## src/rtl/bbf_pkg.sv

```systemverilog
// ----------------------------------------------------------------------------
// bbf_pkg
// shared constants, codes and types of the band-pass biquad section
// ----------------------------------------------------------------------------
package bbf_pkg;

  localparam int unsigned SAMPLE_WIDTH   = 24;
  localparam int unsigned COEF_FRAC_BITS = 30;
  localparam int unsigned COEF_WIDTH     = 32;
  localparam int unsigned GAIN_WIDTH     = 20;
  localparam int unsigned GAIN_FRAC_BITS = 16;
  localparam int unsigned CFG_IDX_W      = 2;

  // unity gain in q3.16
  localparam logic [GAIN_WIDTH-1:0] GAIN_RESET = 20'h10000;

  typedef enum logic [CFG_IDX_W-1:0] {
    CFG_ALPHA = 2'd0,
    CFG_GAMMA = 2'd1,
    CFG_BETA  = 2'd2,
    CFG_GAIN  = 2'd3
  } cfg_reg_e;

  typedef enum logic [1:0] {
    MSEL_ALPHA,
    MSEL_GAMMA,
    MSEL_BETA,
    MSEL_GAIN
  } mul_sel_e;

  typedef enum logic [2:0] {
    ST_IDLE,
    ST_ALPHA,
    ST_GAMMA,
    ST_BETA,
    ST_NEG,
    ST_SATY,
    ST_GAIN,
    ST_MIX
  } state_e;

  typedef struct packed {
    mul_sel_e mul_sel;
    logic     mul_en;
    logic     acc_clr;
    logic     acc_add;
    logic     acc_sub;
    logic     y_load;
    logic     out_load;
  } ctrl_t;

endpackage

```

## src/rtl/bbf_mul.sv

```systemverilog
// ----------------------------------------------------------------------------
// bbf_mul
// shared signed multiplier with a registered product
// ----------------------------------------------------------------------------
module bbf_mul #(
  parameter int unsigned A_W = 25,
  parameter int unsigned B_W = 32
) (
  input  logic                        clk_i,
  input  logic                        en_i,
  input  logic signed [A_W-1:0]       a_i,
  input  logic signed [B_W-1:0]       b_i,
  output logic signed [A_W+B_W-1:0]   p_o
);

  logic signed [A_W+B_W-1:0] p_q;

  always_ff @(posedge clk_i) begin
    if (en_i) begin
      p_q <= a_i * b_i;
    end
  end

  assign p_o = p_q;

endmodule

```

## src/rtl/bbf_ctrl.sv

```systemverilog
// ----------------------------------------------------------------------------
// bbf_ctrl
// sequencer that steps one item through the shared multiplier
// ----------------------------------------------------------------------------
module bbf_ctrl (
  input  logic           clk_i,
  input  logic           rst_ni,
  input  logic           in_valid_i,
  input  logic           out_busy_i,
  output logic           in_ready_o,
  output bbf_pkg::ctrl_t ctrl_o
);

  bbf_pkg::state_e state_q, state_d;

  always_ff @(posedge clk_i or negedge rst_ni) begin
    if (!rst_ni) begin
      state_q <= bbf_pkg::ST_IDLE;
    end else begin
      state_q <= state_d;
    end
  end

  always_comb begin
    state_d = state_q;
    unique case (state_q)
      bbf_pkg::ST_IDLE:  if (in_valid_i) state_d = bbf_pkg::ST_ALPHA;
      bbf_pkg::ST_ALPHA: state_d = bbf_pkg::ST_GAMMA;
      bbf_pkg::ST_GAMMA: state_d = bbf_pkg::ST_BETA;
      bbf_pkg::ST_BETA:  state_d = bbf_pkg::ST_NEG;
      bbf_pkg::ST_NEG:   state_d = bbf_pkg::ST_SATY;
      bbf_pkg::ST_SATY:  state_d = bbf_pkg::ST_GAIN;
      bbf_pkg::ST_GAIN:  state_d = bbf_pkg::ST_MIX;
      bbf_pkg::ST_MIX:   if (!out_busy_i) state_d = bbf_pkg::ST_IDLE;
      default:           state_d = bbf_pkg::ST_IDLE;
    endcase
  end

  always_comb begin
    in_ready_o       = 1'b0;
    ctrl_o.mul_sel   = bbf_pkg::MSEL_ALPHA;
    ctrl_o.mul_en    = 1'b0;
    ctrl_o.acc_clr   = 1'b0;
    ctrl_o.acc_add   = 1'b0;
    ctrl_o.acc_sub   = 1'b0;
    ctrl_o.y_load    = 1'b0;
    ctrl_o.out_load  = 1'b0;
    unique case (state_q)
      bbf_pkg::ST_IDLE: begin
        in_ready_o = 1'b1;
      end
      bbf_pkg::ST_ALPHA: begin
        ctrl_o.mul_sel = bbf_pkg::MSEL_ALPHA;
        ctrl_o.mul_en  = 1'b1;
        ctrl_o.acc_clr = 1'b1;
      end
      bbf_pkg::ST_GAMMA: begin
        ctrl_o.mul_sel = bbf_pkg::MSEL_GAMMA;
        ctrl_o.mul_en  = 1'b1;
        ctrl_o.acc_add = 1'b1;
      end
      bbf_pkg::ST_BETA: begin
        ctrl_o.mul_sel = bbf_pkg::MSEL_BETA;
        ctrl_o.mul_en  = 1'b1;
        ctrl_o.acc_add = 1'b1;
      end
      bbf_pkg::ST_NEG: begin
        ctrl_o.acc_sub = 1'b1;
      end
      bbf_pkg::ST_SATY: begin
        ctrl_o.y_load = 1'b1;
      end
      bbf_pkg::ST_GAIN: begin
        ctrl_o.mul_sel = bbf_pkg::MSEL_GAIN;
        ctrl_o.mul_en  = 1'b1;
      end
      bbf_pkg::ST_MIX: begin
        ctrl_o.out_load = !out_busy_i;
      end
      default: begin
        in_ready_o = 1'b0;
      end
    endcase
  end

endmodule

```

## src/rtl/biquad_bandpass_filter.sv

```systemverilog
// ----------------------------------------------------------------------------
// biquad_bandpass_filter
// second-order band-pass iir section with gain and saturating mix
// ----------------------------------------------------------------------------
// Each item carries a sample and a mix value and returns
// sat(mix + gain * sat(2 * (alpha*(x - x2) + gamma*y1 - beta*y2))). One
// signed multiplier is shared by the four products of an item, so the block
// accepts a new item only after the last one is loaded into the output
// register; the input stays not ready while a result waits in the output
// register and the next one is finished. Coefficients are q1.30 and gain
// is q3.16. The user must write them through the configuration port only
// while the block is idle; the block itself does not enforce this.
module biquad_bandpass_filter #(
  parameter int unsigned SAMPLE_WIDTH   = bbf_pkg::SAMPLE_WIDTH,
  parameter int unsigned COEF_FRAC_BITS = bbf_pkg::COEF_FRAC_BITS
) (
  input  logic                                 clk_i,
  input  logic                                 rst_ni,
  input  logic                                 cfg_valid_i,
  output logic                                 cfg_ready_o,
  input  logic [bbf_pkg::CFG_IDX_W-1:0]        cfg_index_i,
  input  logic [bbf_pkg::COEF_WIDTH-1:0]       cfg_data_i,
  input  logic                                 in_valid_i,
  output logic                                 in_ready_o,
  input  logic signed [SAMPLE_WIDTH-1:0]       sample_in_i,
  input  logic signed [SAMPLE_WIDTH-1:0]       mix_in_i,
  input  logic                                 block_end_i,
  output logic                                 out_valid_o,
  input  logic                                 out_ready_i,
  output logic signed [SAMPLE_WIDTH-1:0]       mix_out_o,
  output logic                                 block_end_out_o
);

  localparam int unsigned SW    = SAMPLE_WIDTH;
  localparam int unsigned A_W   = SW + 1;
  localparam int unsigned B_W   = bbf_pkg::COEF_WIDTH;
  localparam int unsigned GW    = bbf_pkg::GAIN_WIDTH;
  localparam int unsigned P_W   = A_W + B_W;
  localparam int unsigned ACC_W = P_W + 2;
  localparam int unsigned MIX_W = P_W + 1;

  localparam logic signed [SW-1:0] S_MAX = {1'b0, {(SW-1){1'b1}}};
  localparam logic signed [SW-1:0] S_MIN = {1'b1, {(SW-1){1'b0}}};
  localparam logic signed [ACC_W-1:0] ACC_MAX = {{(ACC_W-SW+1){1'b0}}, {(SW-1){1'b1}}};
  localparam logic signed [ACC_W-1:0] ACC_MIN = {{(ACC_W-SW+1){1'b1}}, {(SW-1){1'b0}}};
  localparam logic signed [MIX_W-1:0] MIX_MAX = {{(MIX_W-SW+1){1'b0}}, {(SW-1){1'b1}}};
  localparam logic signed [MIX_W-1:0] MIX_MIN = {{(MIX_W-SW+1){1'b1}}, {(SW-1){1'b0}}};

  bbf_pkg::ctrl_t ctrl;
  logic           in_fire;
  logic           out_busy;

  logic signed [B_W-1:0] alpha_q, gamma_q, beta_q;
  logic signed [GW-1:0]  gain_q;

  logic signed [A_W-1:0] diff_q;
  logic signed [SW-1:0]  x_q, mix_q;
  logic                  blk_q;
  logic signed [SW-1:0]  x_d1_q, x_d2_q, y_d1_q, y_d2_q, y_q;

  logic signed [A_W-1:0]   mul_a;
  logic signed [B_W-1:0]   mul_b;
  logic signed [P_W-1:0]   prod;
  logic signed [ACC_W-1:0] prod_ext;
  logic signed [ACC_W-1:0] acc_q, acc_d;
  logic signed [ACC_W-1:0] acc_shift;
  logic signed [SW-1:0]    y_sat;
  logic signed [P_W-1:0]   prod_shift;
  logic signed [MIX_W-1:0] mix_sum;
  logic signed [SW-1:0]    mix_sat;

  logic                  out_valid_q, out_valid_d;
  logic signed [SW-1:0]  mix_out_q;
  logic                  blk_out_q;

  assign in_fire     = in_valid_i && in_ready_o;
  assign out_busy    = out_valid_q && !out_ready_i;
  assign cfg_ready_o = 1'b1;

  bbf_ctrl u_ctrl (
    .clk_i      (clk_i),
    .rst_ni     (rst_ni),
    .in_valid_i (in_valid_i),
    .out_busy_i (out_busy),
    .in_ready_o (in_ready_o),
    .ctrl_o     (ctrl)
  );

  // configuration registers
  always_ff @(posedge clk_i or negedge rst_ni) begin
    if (!rst_ni) begin
      alpha_q <= '0;
      gamma_q <= '0;
      beta_q  <= '0;
      gain_q  <= bbf_pkg::GAIN_RESET;
    end else if (cfg_valid_i && cfg_ready_o) begin
      unique case (bbf_pkg::cfg_reg_e'(cfg_index_i))
        bbf_pkg::CFG_ALPHA: alpha_q <= cfg_data_i;
        bbf_pkg::CFG_GAMMA: gamma_q <= cfg_data_i;
        bbf_pkg::CFG_BETA:  beta_q  <= cfg_data_i;
        bbf_pkg::CFG_GAIN:  gain_q  <= cfg_data_i[GW-1:0];
        default:            gain_q  <= gain_q;
      endcase
    end
  end

  // item capture
  always_ff @(posedge clk_i) begin
    if (in_fire) begin
      diff_q <= {sample_in_i[SW-1], sample_in_i} - {x_d2_q[SW-1], x_d2_q};
      x_q    <= sample_in_i;
      mix_q  <= mix_in_i;
      blk_q  <= block_end_i;
    end
  end

  // filter history
  always_ff @(posedge clk_i or negedge rst_ni) begin
    if (!rst_ni) begin
      x_d1_q <= '0;
      x_d2_q <= '0;
      y_d1_q <= '0;
      y_d2_q <= '0;
    end else if (ctrl.y_load) begin
      x_d2_q <= x_d1_q;
      x_d1_q <= x_q;
      y_d2_q <= y_d1_q;
      y_d1_q <= y_sat;
    end
  end

  always_ff @(posedge clk_i) begin
    if (ctrl.y_load) begin
      y_q <= y_sat;
    end
  end

  // operand select for the shared multiplier
  always_comb begin
    case (ctrl.mul_sel)
      bbf_pkg::MSEL_ALPHA: begin
        mul_a = diff_q;
        mul_b = alpha_q;
      end
      bbf_pkg::MSEL_GAMMA: begin
        mul_a = {y_d1_q[SW-1], y_d1_q};
        mul_b = gamma_q;
      end
      bbf_pkg::MSEL_BETA: begin
        mul_a = {y_d2_q[SW-1], y_d2_q};
        mul_b = beta_q;
      end
      default: begin
        mul_a = {y_q[SW-1], y_q};
        mul_b = {{(B_W-GW){gain_q[GW-1]}}, gain_q};
      end
    endcase
  end

  bbf_mul #(
    .A_W (A_W),
    .B_W (B_W)
  ) u_mul (
    .clk_i (clk_i),
    .en_i  (ctrl.mul_en),
    .a_i   (mul_a),
    .b_i   (mul_b),
    .p_o   (prod)
  );

  // accumulator
  assign prod_ext = {{(ACC_W-P_W){prod[P_W-1]}}, prod};

  always_comb begin
    acc_d = acc_q;
    if (ctrl.acc_clr) begin
      acc_d = '0;
    end else if (ctrl.acc_add) begin
      acc_d = acc_q + prod_ext;
    end else if (ctrl.acc_sub) begin
      acc_d = acc_q - prod_ext;
    end
  end

  always_ff @(posedge clk_i) begin
    acc_q <= acc_d;
  end

  // doubled sum floored to the sample grid, then saturated
  assign acc_shift = acc_q >>> (COEF_FRAC_BITS - 1);

  always_comb begin
    if (acc_shift > ACC_MAX) begin
      y_sat = S_MAX;
    end else if (acc_shift < ACC_MIN) begin
      y_sat = S_MIN;
    end else begin
      y_sat = acc_shift[SW-1:0];
    end
  end

  // gain and mix
  assign prod_shift = prod >>> bbf_pkg::GAIN_FRAC_BITS;
  assign mix_sum    = {prod_shift[P_W-1], prod_shift}
                    + {{(MIX_W-SW){mix_q[SW-1]}}, mix_q};

  always_comb begin
    if (mix_sum > MIX_MAX) begin
      mix_sat = S_MAX;
    end else if (mix_sum < MIX_MIN) begin
      mix_sat = S_MIN;
    end else begin
      mix_sat = mix_sum[SW-1:0];
    end
  end

  // output register
  always_comb begin
    out_valid_d = out_valid_q;
    if (ctrl.out_load) begin
      out_valid_d = 1'b1;
    end else if (out_ready_i) begin
      out_valid_d = 1'b0;
    end
  end

  always_ff @(posedge clk_i or negedge rst_ni) begin
    if (!rst_ni) begin
      out_valid_q <= 1'b0;
    end else begin
      out_valid_q <= out_valid_d;
    end
  end

  always_ff @(posedge clk_i) begin
    if (ctrl.out_load) begin
      mix_out_q <= mix_sat;
      blk_out_q <= blk_q;
    end
  end

  assign out_valid_o     = out_valid_q;
  assign mix_out_o       = mix_out_q;
  assign block_end_out_o = blk_out_q;

  // busy after an accepted item
  assert property (@(posedge clk_i) disable iff (!rst_ni)
    in_fire |=> !in_ready_o)
    else $error("input ready right after an accepted item");

  // history shifts with the new sample and output
  assert property (@(posedge clk_i) disable iff (!rst_ni)
    ctrl.y_load |=> (x_d1_q == $past(x_q)) && (y_d1_q == $past(y_sat))
                    && (y_d2_q == $past(y_d1_q)))
    else $error("filter history not shifted");

  // a result is never loaded over one still waiting
  assert property (@(posedge clk_i) disable iff (!rst_ni)
    ctrl.out_load |-> !out_valid_q || out_ready_i)
    else $error("output register overwritten");

  // loaded result carries the item's block end
  assert property (@(posedge clk_i) disable iff (!rst_ni)
    ctrl.out_load |=> out_valid_o && (block_end_out_o == $past(blk_q)))
    else $error("result not presented after load");

endmodule

```

## config.mk

```make
export PLATFORM = sky130hd
export DESIGN_NAME = biquad_bandpass_filter
export DESIGN_NICKNAME = d
export VERILOG_FILES = /design/src/rtl/bbf_pkg.sv /design/src/rtl/bbf_mul.sv /design/src/rtl/bbf_ctrl.sv /design/src/rtl/biquad_bandpass_filter.sv
export SDC_FILE = /design/constraint.sdc
export NUM_CORES = 2
export LEC_CHECK = 0
export ABC_AREA = 1
export ABC_CLOCK_PERIOD_IN_PS = 18700
export BUFFER_PORTS_ARGS = -buffer_cell sky130_fd_sc_hd__buf_2
export CORE_MARGIN = 3
export CORE_UTILIZATION = 50
export CTS_CLUSTER_DIAMETER = 150
export CTS_CLUSTER_SIZE = 40
export DETAILED_ROUTE_END_ITERATION = 6
export GPL_ROUTABILITY_DRIVEN = 0
export PLACE_DENSITY_LB_ADDON = 0.3
export SYNTH_ARGS = -nofsm -noshare
export SYNTH_HDL_FRONTEND = slang
export SYNTH_SLANG_ARGS = --single-unit
```

## constraint.sdc

```tcl
create_clock -name clk_i -period 18.7 [get_ports clk_i]
set_input_delay 4.675 -clock clk_i [delete_from_list [all_inputs] [get_ports clk_i]]
set_output_delay 4.675 -clock clk_i [all_outputs]
set_load 0.05 [all_outputs]
```

==> out/metrics.csv <==
metric;value;unit
die_y;340.3;um
start_util;50.83;%
rsz0062_at_grt;no;
tightest_slew;1.458;ns
ys_warn_count;0;
path_clk_slew;0.16;ns
timing.final.crit_period;10.93;ns
postCtsSetupBuffers;0;
setup_ws;7.766;ns
htree_levels;1;
critPathKind;reg2reg;
max_stage_delay;1.10;ns
synth_seq_cells;455;
path_max_fanout;51;
tns;0;ns
yosysMostFrequentCell;nand2_1;
min_path_type;reg2reg;
synthArstFlopShare;47.47;%
nFillCells;10309;
area_delta_synth_final;4.582;%
io_pins;116;
grt_start_max_net_pins;91;
syn-cell-area;55870;um2
drv_cap;0;
holdWs;0.4472;ns
clkSinkCount;455;
finalSetupViolations;0;
grt_usage;29.37;%
routed_wl;169200;um
finalCritPeriodShare;58.47;%
fin_nets;8120;
drtPass1Iterations;6;
ant_nets;0;
yosysTopAreaCellShare;29.45;%
vias;46402;
remaining_drc_errors;0;
worst_path_max_delay_cell;a31oi_2;
multi_input_area;37470;um2
final_max_slew_viol_count;0;
yosys-top-cells-area;fa_1 29%, nand2_1 10%, edfxtp_1 9.7%, inv_1 9.7%, dfrtp_1 9.6%;
max_slew_margin;2.468;%
cp.required;19.06;ns
pre_cts_ws;8.033;ns
cts-buffers-inserted;17;
viasPerCell;5.512;
antenna_found_initial;5;
syn_inst;6967;
clock_latency;0.62;ns
first_iter_violations;4365;
cts_root_buffer;clkbuf_16;
outcome;finished clean;
holdBufCountCts;0;
ff_latch_area;11990;um2
hold_violations;0;
crit_top_cell;fa_1;
die-area;115800;um2
synthTopCellsByCount;1528 x nand2_1, 1440 x inv_1, 822 x fa_1;
core;109900;um2
grt_pass1_vias;46879;
avgSynthCellArea;8.019;um2
ctsResizeCount;0;
grt_pass1_wl;266000;um
ys_types;60;
synth_edf_count;180;
critPathArrivalTime;11.29;ns
drive_gt1_share;4.120;%
clockBufferDepth;3;
cp-end-kind;flip-flop;
hpwlAfterDp;136200;um
cts_tree;built;
io_buffers;114;
ys.flop_type;dfrtp_1;
syn_nets;8156;
rows;121;
overflow;0;
wl_per_cell;20.10;um
fin_skew;0.07321;ns
die_width;340.3;um
fmax;0.09146;GHz
yosysTopAreaCell;fa_1;
cp-start-kind;flip-flop;
ys_seq_area_share;21.47;%
sequential cells by signal, summed over array words and instances (netlist names), 3 cells and up:
register	cells
beta_q	32
mix_q	24
mix_out_o	24
diff_q	25
gamma_q	32
y_d1_q	24
u_mul.p_o	57
y_q	24
alpha_q	32
x_q	24
u_ctrl.state_q	3
x_d2_q	24
y_d2_q	24
gain_q	20
acc_q	59
x_d1_q	24
per-stage QoR:
step	instances	area (um2)	util, %
after floorplan	6967	55870	-
after global placement	8388	57820	52.60
after detailed placement	8388	57820	52.60
after CTS	8417	58430	53.16
after global routing	8418	58430	53.16
final	8418	58430	53.16
worst max-delay path: cells and delay by family, from the launching register on:
family	cells	cell delay, ns
buf+inv	11	2.74
fa+ha+maj	8	3.88
flops	1	0.44
compound gates	8	2.46
simple gates	7	1.08
area by class of cell:
cell class | count | share of cell area, %
Antenna cell | 1 | 0.004283
Clock buffer | 22 | 0.7602
Clock inverter | 7 | 0.2827
Inverter | 1454 | 9.341
Multi-Input combinational cell | 4827 | 64.14
Sequential cell | 455 | 20.53
Tap cell | 1476 | 3.161
Timing Repair Buffer | 176 | 1.790
cell usage in the layout (no fill, tap or decap), types with 6 or more instances in the layout:
cell and count:
a21boi_0 6, a21o_1 27, a21oi_1 243, a221oi_1 11, a31o_2 8, a31oi_1 35
a31oi_2 7, buf_2 113, buf_4 62, clkbuf_16 17, clkinv_1 6, dfrtp_1 215
dfxtp_1 59, edfxtp_1 180, fa_1 822, ha_1 279, inv_1 1439, inv_2 9
nand2_1 1528, nand2_2 17, nand3_1 162, nand3_2 8, nand3b_1 14, nand4_1 44
nor2_1 784, nor2_2 12, nor3_1 34, nor3_2 6, nor4_1 23, o2111ai_1 21
o211ai_1 31, o21a_1 48, o21ai_0 367, o21bai_1 50, or2_2 6, xnor2_1 59
xor2_1 129
path summary, 6_finish.rpt:
path / startpoint / slack (ns) / to / cells past startpoint
max: u_ctrl.state_q[1] / 7.77 / u_mul.p_o[52] / 34
min: blk_q / 0.45 / block_end_out_o / 0
max reg2reg: u_ctrl.state_q[1] / 7.77 / u_mul.p_o[52] / 34
min reg2reg: blk_q / 0.45 / block_end_out_o / 0
max in group asynchronous: rst_ni / 12.59 / y_d2_q[15] / 3
min in group asynchronous: rst_ni / 4.03 / beta_q[23] / 1
routing by layer:
| layer | up-vias | GRT usage, % | share of wire (%) |
|---|---|---|---|
| met4 | 4 | 14.58 | 6.2 |
| met2 | 2240 | 44.76 | 43 |
| met1 | 22572 | 39.32 | 40 |
| li1 | 21158 | - | - |
| met3 | 428 | 7.033 | 11 |
| met5 | - | 0 | 0.015 |
kinds of logic after synthesis:
kind of cell | Yosys count | share of synthesized area [%]
simple gates | 2654 | 19.04
buf+inv | 1685 | 11.61
fa+ha+maj | 1101 | 35.70
compound gates | 882 | 9.200
flops | 455 | 21.47
xor+xnor | 189 | 2.976
other cells | 1 | 0.006712
Power is left out: the tool's default activity adds up to more than one toggle a clock period on the data nets, which glitch-free logic cannot reach.
